[src/design/bmm_pkg.sv]
// ----------------------------------------------------------------------------
// bmm_pkg: shared types and constants for the block matrix multiplier
// Field widths, configuration defaults, controller states and the command
// and status groups passed between controller and datapath.
// ----------------------------------------------------------------------------
package bmm_pkg;

  // Payload field widths
  localparam int A_W   = 16;
  localparam int B_W   = 16;
  localparam int C_W   = 35;
  localparam int PROD_W = A_W + B_W;

  // Size register
  localparam int          CFG_W     = 4;
  localparam logic [3:0]  CFG_RESET = 4'd8;

  // Default for the top-level dimension parameter
  localparam int MAX_DIM_DEF = 8;

  // Controller states
  typedef enum logic [2:0] {
    ST_LOAD,
    ST_MAC,
    ST_FLUSH_A,
    ST_FLUSH_B,
    ST_OUT
  } state_t;

  // Controller to datapath
  typedef struct packed {
    logic load_wr;    // store the incoming pair, bump load count
    logic run_start;  // clear indexes, accumulator and load count
    logic issue;      // read one A/B pair, step k
    logic next_elem;  // step to the next element of C
  } cmd_t;

  // Datapath to controller
  typedef struct packed {
    logic load_done;  // the pair being stored completes the run
    logic k_last;     // current k is the last term of the dot product
    logic elem_last;  // current element is the last of C
  } status_t;

endpackage

[src/design/bmm_ram.sv]
// ----------------------------------------------------------------------------
// bmm_ram: generic single-write, single-read RAM
// One write port and one read port with registered read data.
// ----------------------------------------------------------------------------
module bmm_ram #(
  parameter int WIDTH = 16,
  parameter int DEPTH = 64,
  localparam int AW   = (DEPTH > 1) ? $clog2(DEPTH) : 1
) (
  input  logic             clk,
  input  logic             wr_en,
  input  logic [AW-1:0]    wr_addr,
  input  logic [WIDTH-1:0] wr_data,
  input  logic             rd_en,
  input  logic [AW-1:0]    rd_addr,
  output logic [WIDTH-1:0] rd_data
);

  logic [WIDTH-1:0] mem_r [DEPTH];

  // Write port
  always_ff @(posedge clk) begin
    if (wr_en) begin
      mem_r[wr_addr] <= wr_data;
    end
  end

  // Registered read port
  always_ff @(posedge clk) begin
    if (rd_en) begin
      rd_data <= mem_r[rd_addr];
    end
  end

endmodule

[src/design/bmm_ctrl.sv]
// ----------------------------------------------------------------------------
// bmm_ctrl: sequencer for the block matrix multiplier
// Steps through loading, the multiply-accumulate walk per element of C,
// the pipeline flush and the result handshake.
// ----------------------------------------------------------------------------
module bmm_ctrl (
  input  logic              clk,
  input  logic              rst_n,
  input  logic              in_valid,
  output logic              in_ready,
  output logic              out_valid,
  input  logic              out_ready,
  input  bmm_pkg::status_t  status,
  output bmm_pkg::cmd_t     cmd
);

  import bmm_pkg::*;

  state_t state_r;
  state_t state_nxt;

  // State register
  always_ff @(posedge clk) begin
    if (!rst_n) begin
      state_r <= ST_LOAD;
    end else begin
      state_r <= state_nxt;
    end
  end

  // Next state
  always_comb begin
    state_nxt = state_r;
    unique case (state_r)
      ST_LOAD: begin
        if (in_valid && status.load_done) begin
          state_nxt = ST_MAC;
        end
      end
      ST_MAC: begin
        if (status.k_last) begin
          state_nxt = ST_FLUSH_A;
        end
      end
      ST_FLUSH_A: state_nxt = ST_FLUSH_B;
      ST_FLUSH_B: state_nxt = ST_OUT;
      ST_OUT: begin
        if (out_ready) begin
          state_nxt = status.elem_last ? ST_LOAD : ST_MAC;
        end
      end
      default: state_nxt = ST_LOAD;
    endcase
  end

  // Outputs and datapath commands
  always_comb begin
    in_ready      = 1'b0;
    out_valid     = 1'b0;
    cmd           = '0;
    unique case (state_r)
      ST_LOAD: begin
        in_ready      = 1'b1;
        cmd.load_wr   = in_valid;
        cmd.run_start = in_valid && status.load_done;
      end
      ST_MAC: begin
        cmd.issue = 1'b1;
      end
      ST_FLUSH_A, ST_FLUSH_B: begin
      end
      ST_OUT: begin
        out_valid     = 1'b1;
        cmd.next_elem = out_ready && !status.elem_last;
      end
      default: begin
      end
    endcase
  end

endmodule

[src/design/bmm_dp.sv]
// ----------------------------------------------------------------------------
// bmm_dp: datapath of the block matrix multiplier
// Size register, load counter, A and B element stores, row/column/term
// indexes, a registered multiplier and the accumulator for one element of C.
// ----------------------------------------------------------------------------
module bmm_dp #(
  parameter int MAX_DIM = bmm_pkg::MAX_DIM_DEF
) (
  input  logic                              clk,
  input  logic                              rst_n,
  input  logic                              cfg_wr_en,
  input  logic [bmm_pkg::CFG_W-1:0]         cfg_wr_data,
  input  logic signed [bmm_pkg::A_W-1:0]    in_a_value,
  input  logic signed [bmm_pkg::B_W-1:0]    in_b_value,
  output logic signed [bmm_pkg::C_W-1:0]    out_c_value,
  output logic                              out_last_of_run,
  input  bmm_pkg::cmd_t                     cmd,
  output bmm_pkg::status_t                  status
);

  import bmm_pkg::*;

  localparam int DEPTH = MAX_DIM * MAX_DIM;
  localparam int AW    = (DEPTH > 1) ? $clog2(DEPTH) : 1;
  localparam int CNT_W = $clog2(DEPTH + 1);
  localparam int NW    = $clog2(MAX_DIM + 1);
  localparam int IW    = (MAX_DIM > 1) ? $clog2(MAX_DIM) : 1;

  logic [CFG_W-1:0]        size_r;
  logic [NW-1:0]           n;
  logic [CNT_W-1:0]        total;
  logic [CNT_W-1:0]        cnt_r;
  logic [IW-1:0]           i_r, j_r, k_r;
  logic [CNT_W-1:0]        a_addr_w, b_addr_w;
  logic                    j_last;
  logic [A_W-1:0]          a_rd;
  logic [B_W-1:0]          b_rd;
  logic                    rd_vld_r;
  logic                    prod_vld_r;
  logic signed [PROD_W-1:0] prod_r;
  logic signed [C_W-1:0]   acc_r;

  // Size register
  always_ff @(posedge clk) begin
    if (!rst_n) begin
      size_r <= CFG_RESET;
    end else if (cfg_wr_en) begin
      size_r <= cfg_wr_data;
    end
  end

  // Active size, clamped to 1..MAX_DIM
  always_comb begin
    if (size_r == '0) begin
      n = NW'(1);
    end else if (size_r > CFG_W'(MAX_DIM)) begin
      n = NW'(MAX_DIM);
    end else begin
      n = NW'(size_r);
    end
  end

  assign total = CNT_W'(n) * CNT_W'(n);

  // Load counter
  always_ff @(posedge clk) begin
    if (!rst_n) begin
      cnt_r <= '0;
    end else if (cmd.run_start) begin
      cnt_r <= '0;
    end else if (cmd.load_wr) begin
      cnt_r <= cnt_r + CNT_W'(1);
    end
  end

  // Row, column and term indexes
  assign j_last = (CNT_W'(j_r) + CNT_W'(1)) == CNT_W'(n);

  always_ff @(posedge clk) begin
    if (!rst_n) begin
      i_r <= '0;
      j_r <= '0;
      k_r <= '0;
    end else if (cmd.run_start) begin
      i_r <= '0;
      j_r <= '0;
      k_r <= '0;
    end else begin
      if (cmd.issue) begin
        k_r <= status.k_last ? '0 : k_r + IW'(1);
      end
      if (cmd.next_elem) begin
        if (j_last) begin
          j_r <= '0;
          i_r <= i_r + IW'(1);
        end else begin
          j_r <= j_r + IW'(1);
        end
      end
    end
  end

  // Store addresses: A row-major at i*n+k, B at k*n+j
  assign a_addr_w = CNT_W'(i_r) * CNT_W'(n) + CNT_W'(k_r);
  assign b_addr_w = CNT_W'(k_r) * CNT_W'(n) + CNT_W'(j_r);

  // Element stores
  bmm_ram #(
    .WIDTH (A_W),
    .DEPTH (DEPTH)
  ) u_a_store (
    .clk     (clk),
    .wr_en   (cmd.load_wr),
    .wr_addr (cnt_r[AW-1:0]),
    .wr_data (in_a_value),
    .rd_en   (cmd.issue),
    .rd_addr (a_addr_w[AW-1:0]),
    .rd_data (a_rd)
  );

  bmm_ram #(
    .WIDTH (B_W),
    .DEPTH (DEPTH)
  ) u_b_store (
    .clk     (clk),
    .wr_en   (cmd.load_wr),
    .wr_addr (cnt_r[AW-1:0]),
    .wr_data (in_b_value),
    .rd_en   (cmd.issue),
    .rd_addr (b_addr_w[AW-1:0]),
    .rd_data (b_rd)
  );

  // Pipeline valid flags
  always_ff @(posedge clk) begin
    if (!rst_n) begin
      rd_vld_r   <= 1'b0;
      prod_vld_r <= 1'b0;
    end else begin
      rd_vld_r   <= cmd.issue;
      prod_vld_r <= rd_vld_r;
    end
  end

  // Registered multiply
  always_ff @(posedge clk) begin
    if (rd_vld_r) begin
      prod_r <= $signed(a_rd) * $signed(b_rd);
    end
  end

  // Accumulator, cleared at the start of each element
  always_ff @(posedge clk) begin
    if (cmd.run_start || cmd.next_elem) begin
      acc_r <= '0;
    end else if (prod_vld_r) begin
      acc_r <= acc_r + C_W'(prod_r);
    end
  end

  // Status to controller
  assign status.load_done = (cnt_r + CNT_W'(1)) >= total;
  assign status.k_last    = (CNT_W'(k_r) + CNT_W'(1)) == CNT_W'(n);
  assign status.elem_last = j_last && ((CNT_W'(i_r) + CNT_W'(1)) == CNT_W'(n));

  // Result
  assign out_c_value     = acc_r;
  assign out_last_of_run = status.elem_last;

endmodule

[src/design/block_matrix_multiply.sv]
// ----------------------------------------------------------------------------
// block_matrix_multiply: square matrix multiplier, C = A*B, n up to MAX_DIM
// Loads A and B element pairs in row-major order, then emits C row-major
// with a flag on its last element.
//
//   channel  ports                                  direction
//   in       in_valid/in_ready, a_value, b_value    load one A/B pair
//   out      out_valid/out_ready, c_value, last     one element of C
//   cfg      cfg_wr_en, cfg_wr_data                 matrix size n
//
// Loading takes one transaction per cycle. The n*n-th pair starts the walk: for each
// element of C the block reads its n A/B terms through one read port per store,
// flushes the read register and the multiplier register, and then holds the result
// on the output channel until out_ready accepts it.
// No input is taken from the final load until the last element of C is accepted.
// Synchronous active-low reset sets size code 8 and load count zero; stores stay.
// ----------------------------------------------------------------------------
module block_matrix_multiply #(
  parameter int MAX_DIM = bmm_pkg::MAX_DIM_DEF
) (
  input  logic                            clk,
  input  logic                            rst_n,
  input  logic                            cfg_wr_en,
  input  logic [bmm_pkg::CFG_W-1:0]       cfg_wr_data,
  input  logic                            in_valid,
  output logic                            in_ready,
  input  logic signed [bmm_pkg::A_W-1:0]  in_a_value,
  input  logic signed [bmm_pkg::B_W-1:0]  in_b_value,
  output logic                            out_valid,
  input  logic                            out_ready,
  output logic signed [bmm_pkg::C_W-1:0]  out_c_value,
  output logic                            out_last_of_run
);

  import bmm_pkg::*;

  cmd_t    cmd;
  status_t status;

  // Sequencer
  bmm_ctrl u_ctrl (
    .clk       (clk),
    .rst_n     (rst_n),
    .in_valid  (in_valid),
    .in_ready  (in_ready),
    .out_valid (out_valid),
    .out_ready (out_ready),
    .status    (status),
    .cmd       (cmd)
  );

  // Stores, indexes and multiply-accumulate
  bmm_dp #(
    .MAX_DIM (MAX_DIM)
  ) u_dp (
    .clk             (clk),
    .rst_n           (rst_n),
    .cfg_wr_en       (cfg_wr_en),
    .cfg_wr_data     (cfg_wr_data),
    .in_a_value      (in_a_value),
    .in_b_value      (in_b_value),
    .out_c_value     (out_c_value),
    .out_last_of_run (out_last_of_run),
    .cmd             (cmd),
    .status          (status)
  );

endmodule

[config.mk]
export PLATFORM = sky130hd
export DESIGN_NAME = block_matrix_multiply
export DESIGN_NICKNAME = d
export VERILOG_FILES = /design/src/design/bmm_pkg.sv /design/src/design/bmm_ram.sv /design/src/design/bmm_ctrl.sv /design/src/design/bmm_dp.sv /design/src/design/block_matrix_multiply.sv
export SDC_FILE = /design/constraint.sdc
export NUM_CORES = 2
export LEC_CHECK = 0
export ABC_AREA = 0
export BUFFER_PORTS_ARGS = -buffer_cell sky130_fd_sc_hd__clkbuf_2
export CORE_AREA = 5 5 389 391
export DETAILED_ROUTE_END_ITERATION = 10
export DIE_AREA = 0 0 394 396
export HOLD_SLACK_MARGIN = 0.1
export MAX_ROUTING_LAYER = met4
export PLACE_DENSITY_LB_ADDON = 0.3
export SYNTH_ARGS = -nofsm -noshare
export SYNTH_HDL_FRONTEND = slang
export SYNTH_SLANG_ARGS = --single-unit
[constraint.sdc]
create_clock -name clk -period 16.11 [get_ports clk]
set_input_delay 2.4165 -clock clk [delete_from_list [all_inputs] [get_ports clk]]
set_output_delay 2.4165 -clock clk [all_outputs]
set_load 0.02 [all_outputs]
==> flow_summary.json <==
{
  "status": "complete, no violations",
  "ys.flop_type": "edfxtp_1",
  "crit_arrival_ns": 7.31,
  "numClockSinks": 2172,
  "synth_cell_types": 69,
  "drv_slew": 0,
  "die_area_sq_um": 156000,
  "grt_pass1_wl_microns": 369900,
  "placed_cells": 6745,
  "die_w_microns": 394,
  "dp_hpwl_microns": 126100,
  "clkTransAtPathRegs_ns": 0.06,
  "yosys_register_bits": 2172,
  "worstMarginPinSlew_ns": 1.384,
  "maxSlewHeadroom": 0.07701,
  "cts_setup_buffers": 0,
  "cts_tree": "yes",
  "crit_fanout": 94,
  "syn_area_sq_um": 94920,
  "ctsHoldBuffers": 0,
  "clk_latency_ns": 0.86,
  "dieHeight_microns": 396,
  "min_period_ns": 6.756,
  "area_growth_syn_to_layout_pct": 10.47,
  "seq_area_frac_synth": 0.6808,
  "synth.avg_cell_area_sq_um": 19.59,
  "post_drt_wl_per_cell_microns": 35.98,
  "synth_edf_count": 2112,
  "fillCellCount": 8230,
  "initial_core_util": 0.6451,
  "setup_viol": 0,
  "antenna_left": 0,
  "via_count": 50482,
  "clockRootBuffer": "clkbuf_16",
  "grt_pass1_vias": 51540,
  "vdd_drop_max_mv": 0.3829,
  "post_cts_resized": 0,
  "overflow": 0,
  "via_per_inst": 7.080,
  "hold_path.class": "flop to flop",
  "rows": 141,
  "grt_max_degree": 141,
  "htree_levels": 4,
  "post-route-util": 0.7127,
  "crit_path_end_kind": "flop",
  "rrSetupSlack_ns": 9.35,
  "drtPass1Iterations": 6,
  "synthArstFlopShare": 0,
  "maxCapViolCount": 0,
  "syn_inst": 4845,
  "power_density_nw_per_um2": 191.4,
  "clk_path_buf_depth": 3,
  "rsz0062_at_grt": "false",
  "route.detailed.drc": 0,
  "gp_congestion": 0.8859,
  "fin_worst_skew_ns": 0.06238,
  "drive_above_1_share": 0.2327,
  "regArea_sq_um": 64620,
  "port_buffers": 78,
  "drtIter0Drc": 7081,
  "fmax_mhz": 148.0,
  "crit_type": "flop to flop",
  "wl_microns": 256600,
  "multi_input_area_sq_um": 28740,
  "fin_cells": 7130,
  "nNetsFinal": 5486,
  "cp-start-kind": "flop",
  "critical_path_required_ns": 16.66,
  "power_leakage_nw": 34.70,
  "final_hold_viol_count": 0,
  "tns_ns": 0,
  "yosys_warnings": 0,
  "antenna_found_initial": 5,
  "grt_util_all_layers": 0.3432,
  "power_mw": 20.07,
  "core_sq_um": 147100,
  "fin_crit_sh": 0.4194,
  "io_pins": 79,
  "numCtsBuffers": 204
}
==> report_power, final <==
group          total (mW)  switching [mW]  internal [mW]
combinational        8.40            4.79           3.61
sequential           6.85           0.127           6.72
clock                4.82            2.19           2.62
total                20.1            7.11           13.0
==> final cells by class <==
| type | count | share of cell area |
|---|---|---|
| inverter | 327 | 0.01171 |
| clock buffer | 246 | 0.05039 |
| sequential | 2172 | 0.6163 |
| timing repair buffer | 192 | 0.01260 |
| multi-input combinational | 2125 | 0.2741 |
| antenna | 5 | 0.0001193 |
| clock inverter | 133 | 0.01174 |
| tap | 1930 | 0.02303 |
==> registers in the layout, indices dropped and copies added, names as in the netlist <==
name and cells:
u_dp.u_a_store.mem_r 1024, u_dp.u_b_store.mem_r 1024, u_dp.out_c_value 35, u_dp.prod_r 32, u_dp.u_a_store.rd_data 16, u_dp.u_b_store.rd_data 16
u_dp.cnt_r 7, u_dp.size_r 4, u_ctrl.state_r 3, u_dp.i_r 3, u_dp.j_r 3, u_dp.k_r 3
u_dp.prod_vld_r 1, u_dp.rd_vld_r 1
==> stage by stage <==
step / worst slack (ns) / area [sq um] / hold slack [ns]
after floorplan: 9.829 / 94920 / 0.4587
after global placement: 9.390 / 98310 / 0.4667
after detailed placement: 9.363 / 98310 / 0.4913
after CTS: 9.246 / 104800 / 0.5042
after global routing: 8.821 / 104900 / 0.5246
final: 9.354 / 104900 / 0.4976
==> cells in the final DEF (no fill, tap or decap), drive strengths merged, types with 107 or more instances in the layout <==
master,Yosys,final
edfxtp,2112,2112
ha,151,151
inv,327,340
and2,153,153
nand2,161,161
buf,82,115
nor2,153,153
mux4,640,640
clkbuf,140,323
a21oi,107,107
fa,272,272
==> path summary, 6_finish.rpt <==
check                                         start                              endpoint  depth (start not counted)
setup / recovery        u_dp.size_r[3]$_SDFFE_PN1P_  u_dp.u_b_store.rd_data[13]$_DFFE_PP_                         10
hold reg to reg   u_dp.out_c_value[34]$_SDFFE_PP0P_     u_dp.out_c_value[34]$_SDFFE_PP0P_                          2
hold / removal    u_dp.out_c_value[34]$_SDFFE_PP0P_     u_dp.out_c_value[34]$_SDFFE_PP0P_                          2
setup reg to reg        u_dp.size_r[3]$_SDFFE_PN1P_  u_dp.u_b_store.rd_data[13]$_DFFE_PP_                         10
==> worst max-delay path, stage by stage (launching register included) <==
cell     delay (ns)
dfxtp_1        0.68
nor2_4         0.16
ha_1           0.25
ha_4           0.87
buf_4          0.75
buf_12         0.54
buf_4          0.90
mux4_2         0.62
mux4_2         0.49
mux2i_1        0.68
a21oi_1        0.20
==> cells in the mapped netlist (3+ instances only) <==
cell	count	area share
o21bai_1	10	0.00079
o22ai_1	6	0.00040
dfxtp_1	60	0.013
buf_2	59	0.0031
o21ai_1	3	0.00016
o21a_1	12	0.00095
nand4_1	8	0.00053
inv_1	327	0.013
a21o_1	30	0.0024
nor2_1	152	0.0060
nor2b_1	51	0.0034
nand2_1	161	0.0064
buf_1	17	0.00067
xor2_1	26	0.0024
o211ai_1	6	0.00047
a211o_1	3	0.00028
a21oi_1	102	0.0054
a21oi_2	5	0.00046
o21ai_0	32	0.0017
ha_1	151	0.020
edfxtp_1	2112	0.67
clkbuf_1	140	0.0055
nor3b_1	3	0.00024
fa_1	272	0.057
nand3b_1	8	0.00063
and2_1	153	0.010
and4_1	3	0.00028
mux2i_1	62	0.0065
and3_1	8	0.00053
nand2b_1	8	0.00053
nor3_1	18	0.00095
o31ai_1	4	0.00032
or3_1	10	0.00066
nand3_1	23	0.0012
a21boi_0	5	0.00040
a31oi_1	10	0.00066
buf_4	6	0.00047
mux4_2	640	0.15
or4_1	3	0.00024
xnor2_1	62	0.0057
a211oi_1	37	0.0029
==> cells by family after synthesis <==
family | synth area share
other | 0.00003951
flip-flops | 0.6808
AND/OR/NAND/NOR | 0.03226
multiplexers | 0.1584
buffers and inverters | 0.02273
adder cells (fa/ha/maj) | 0.07727
XOR/XNOR | 0.008463
AO/OA/AOI/OAI | 0.02004
==> metal layers <==
layer	vias to the layer above	share of wire	global-route usage
met4	0	0.058	0.1536
li1	19401	-	-
met3	859	0.12	0.07274
met1	26067	0.34	0.4372
met2	4155	0.49	0.5443
met5	-	0	-
Note: power is estimated with default switching activity, not from simulation.
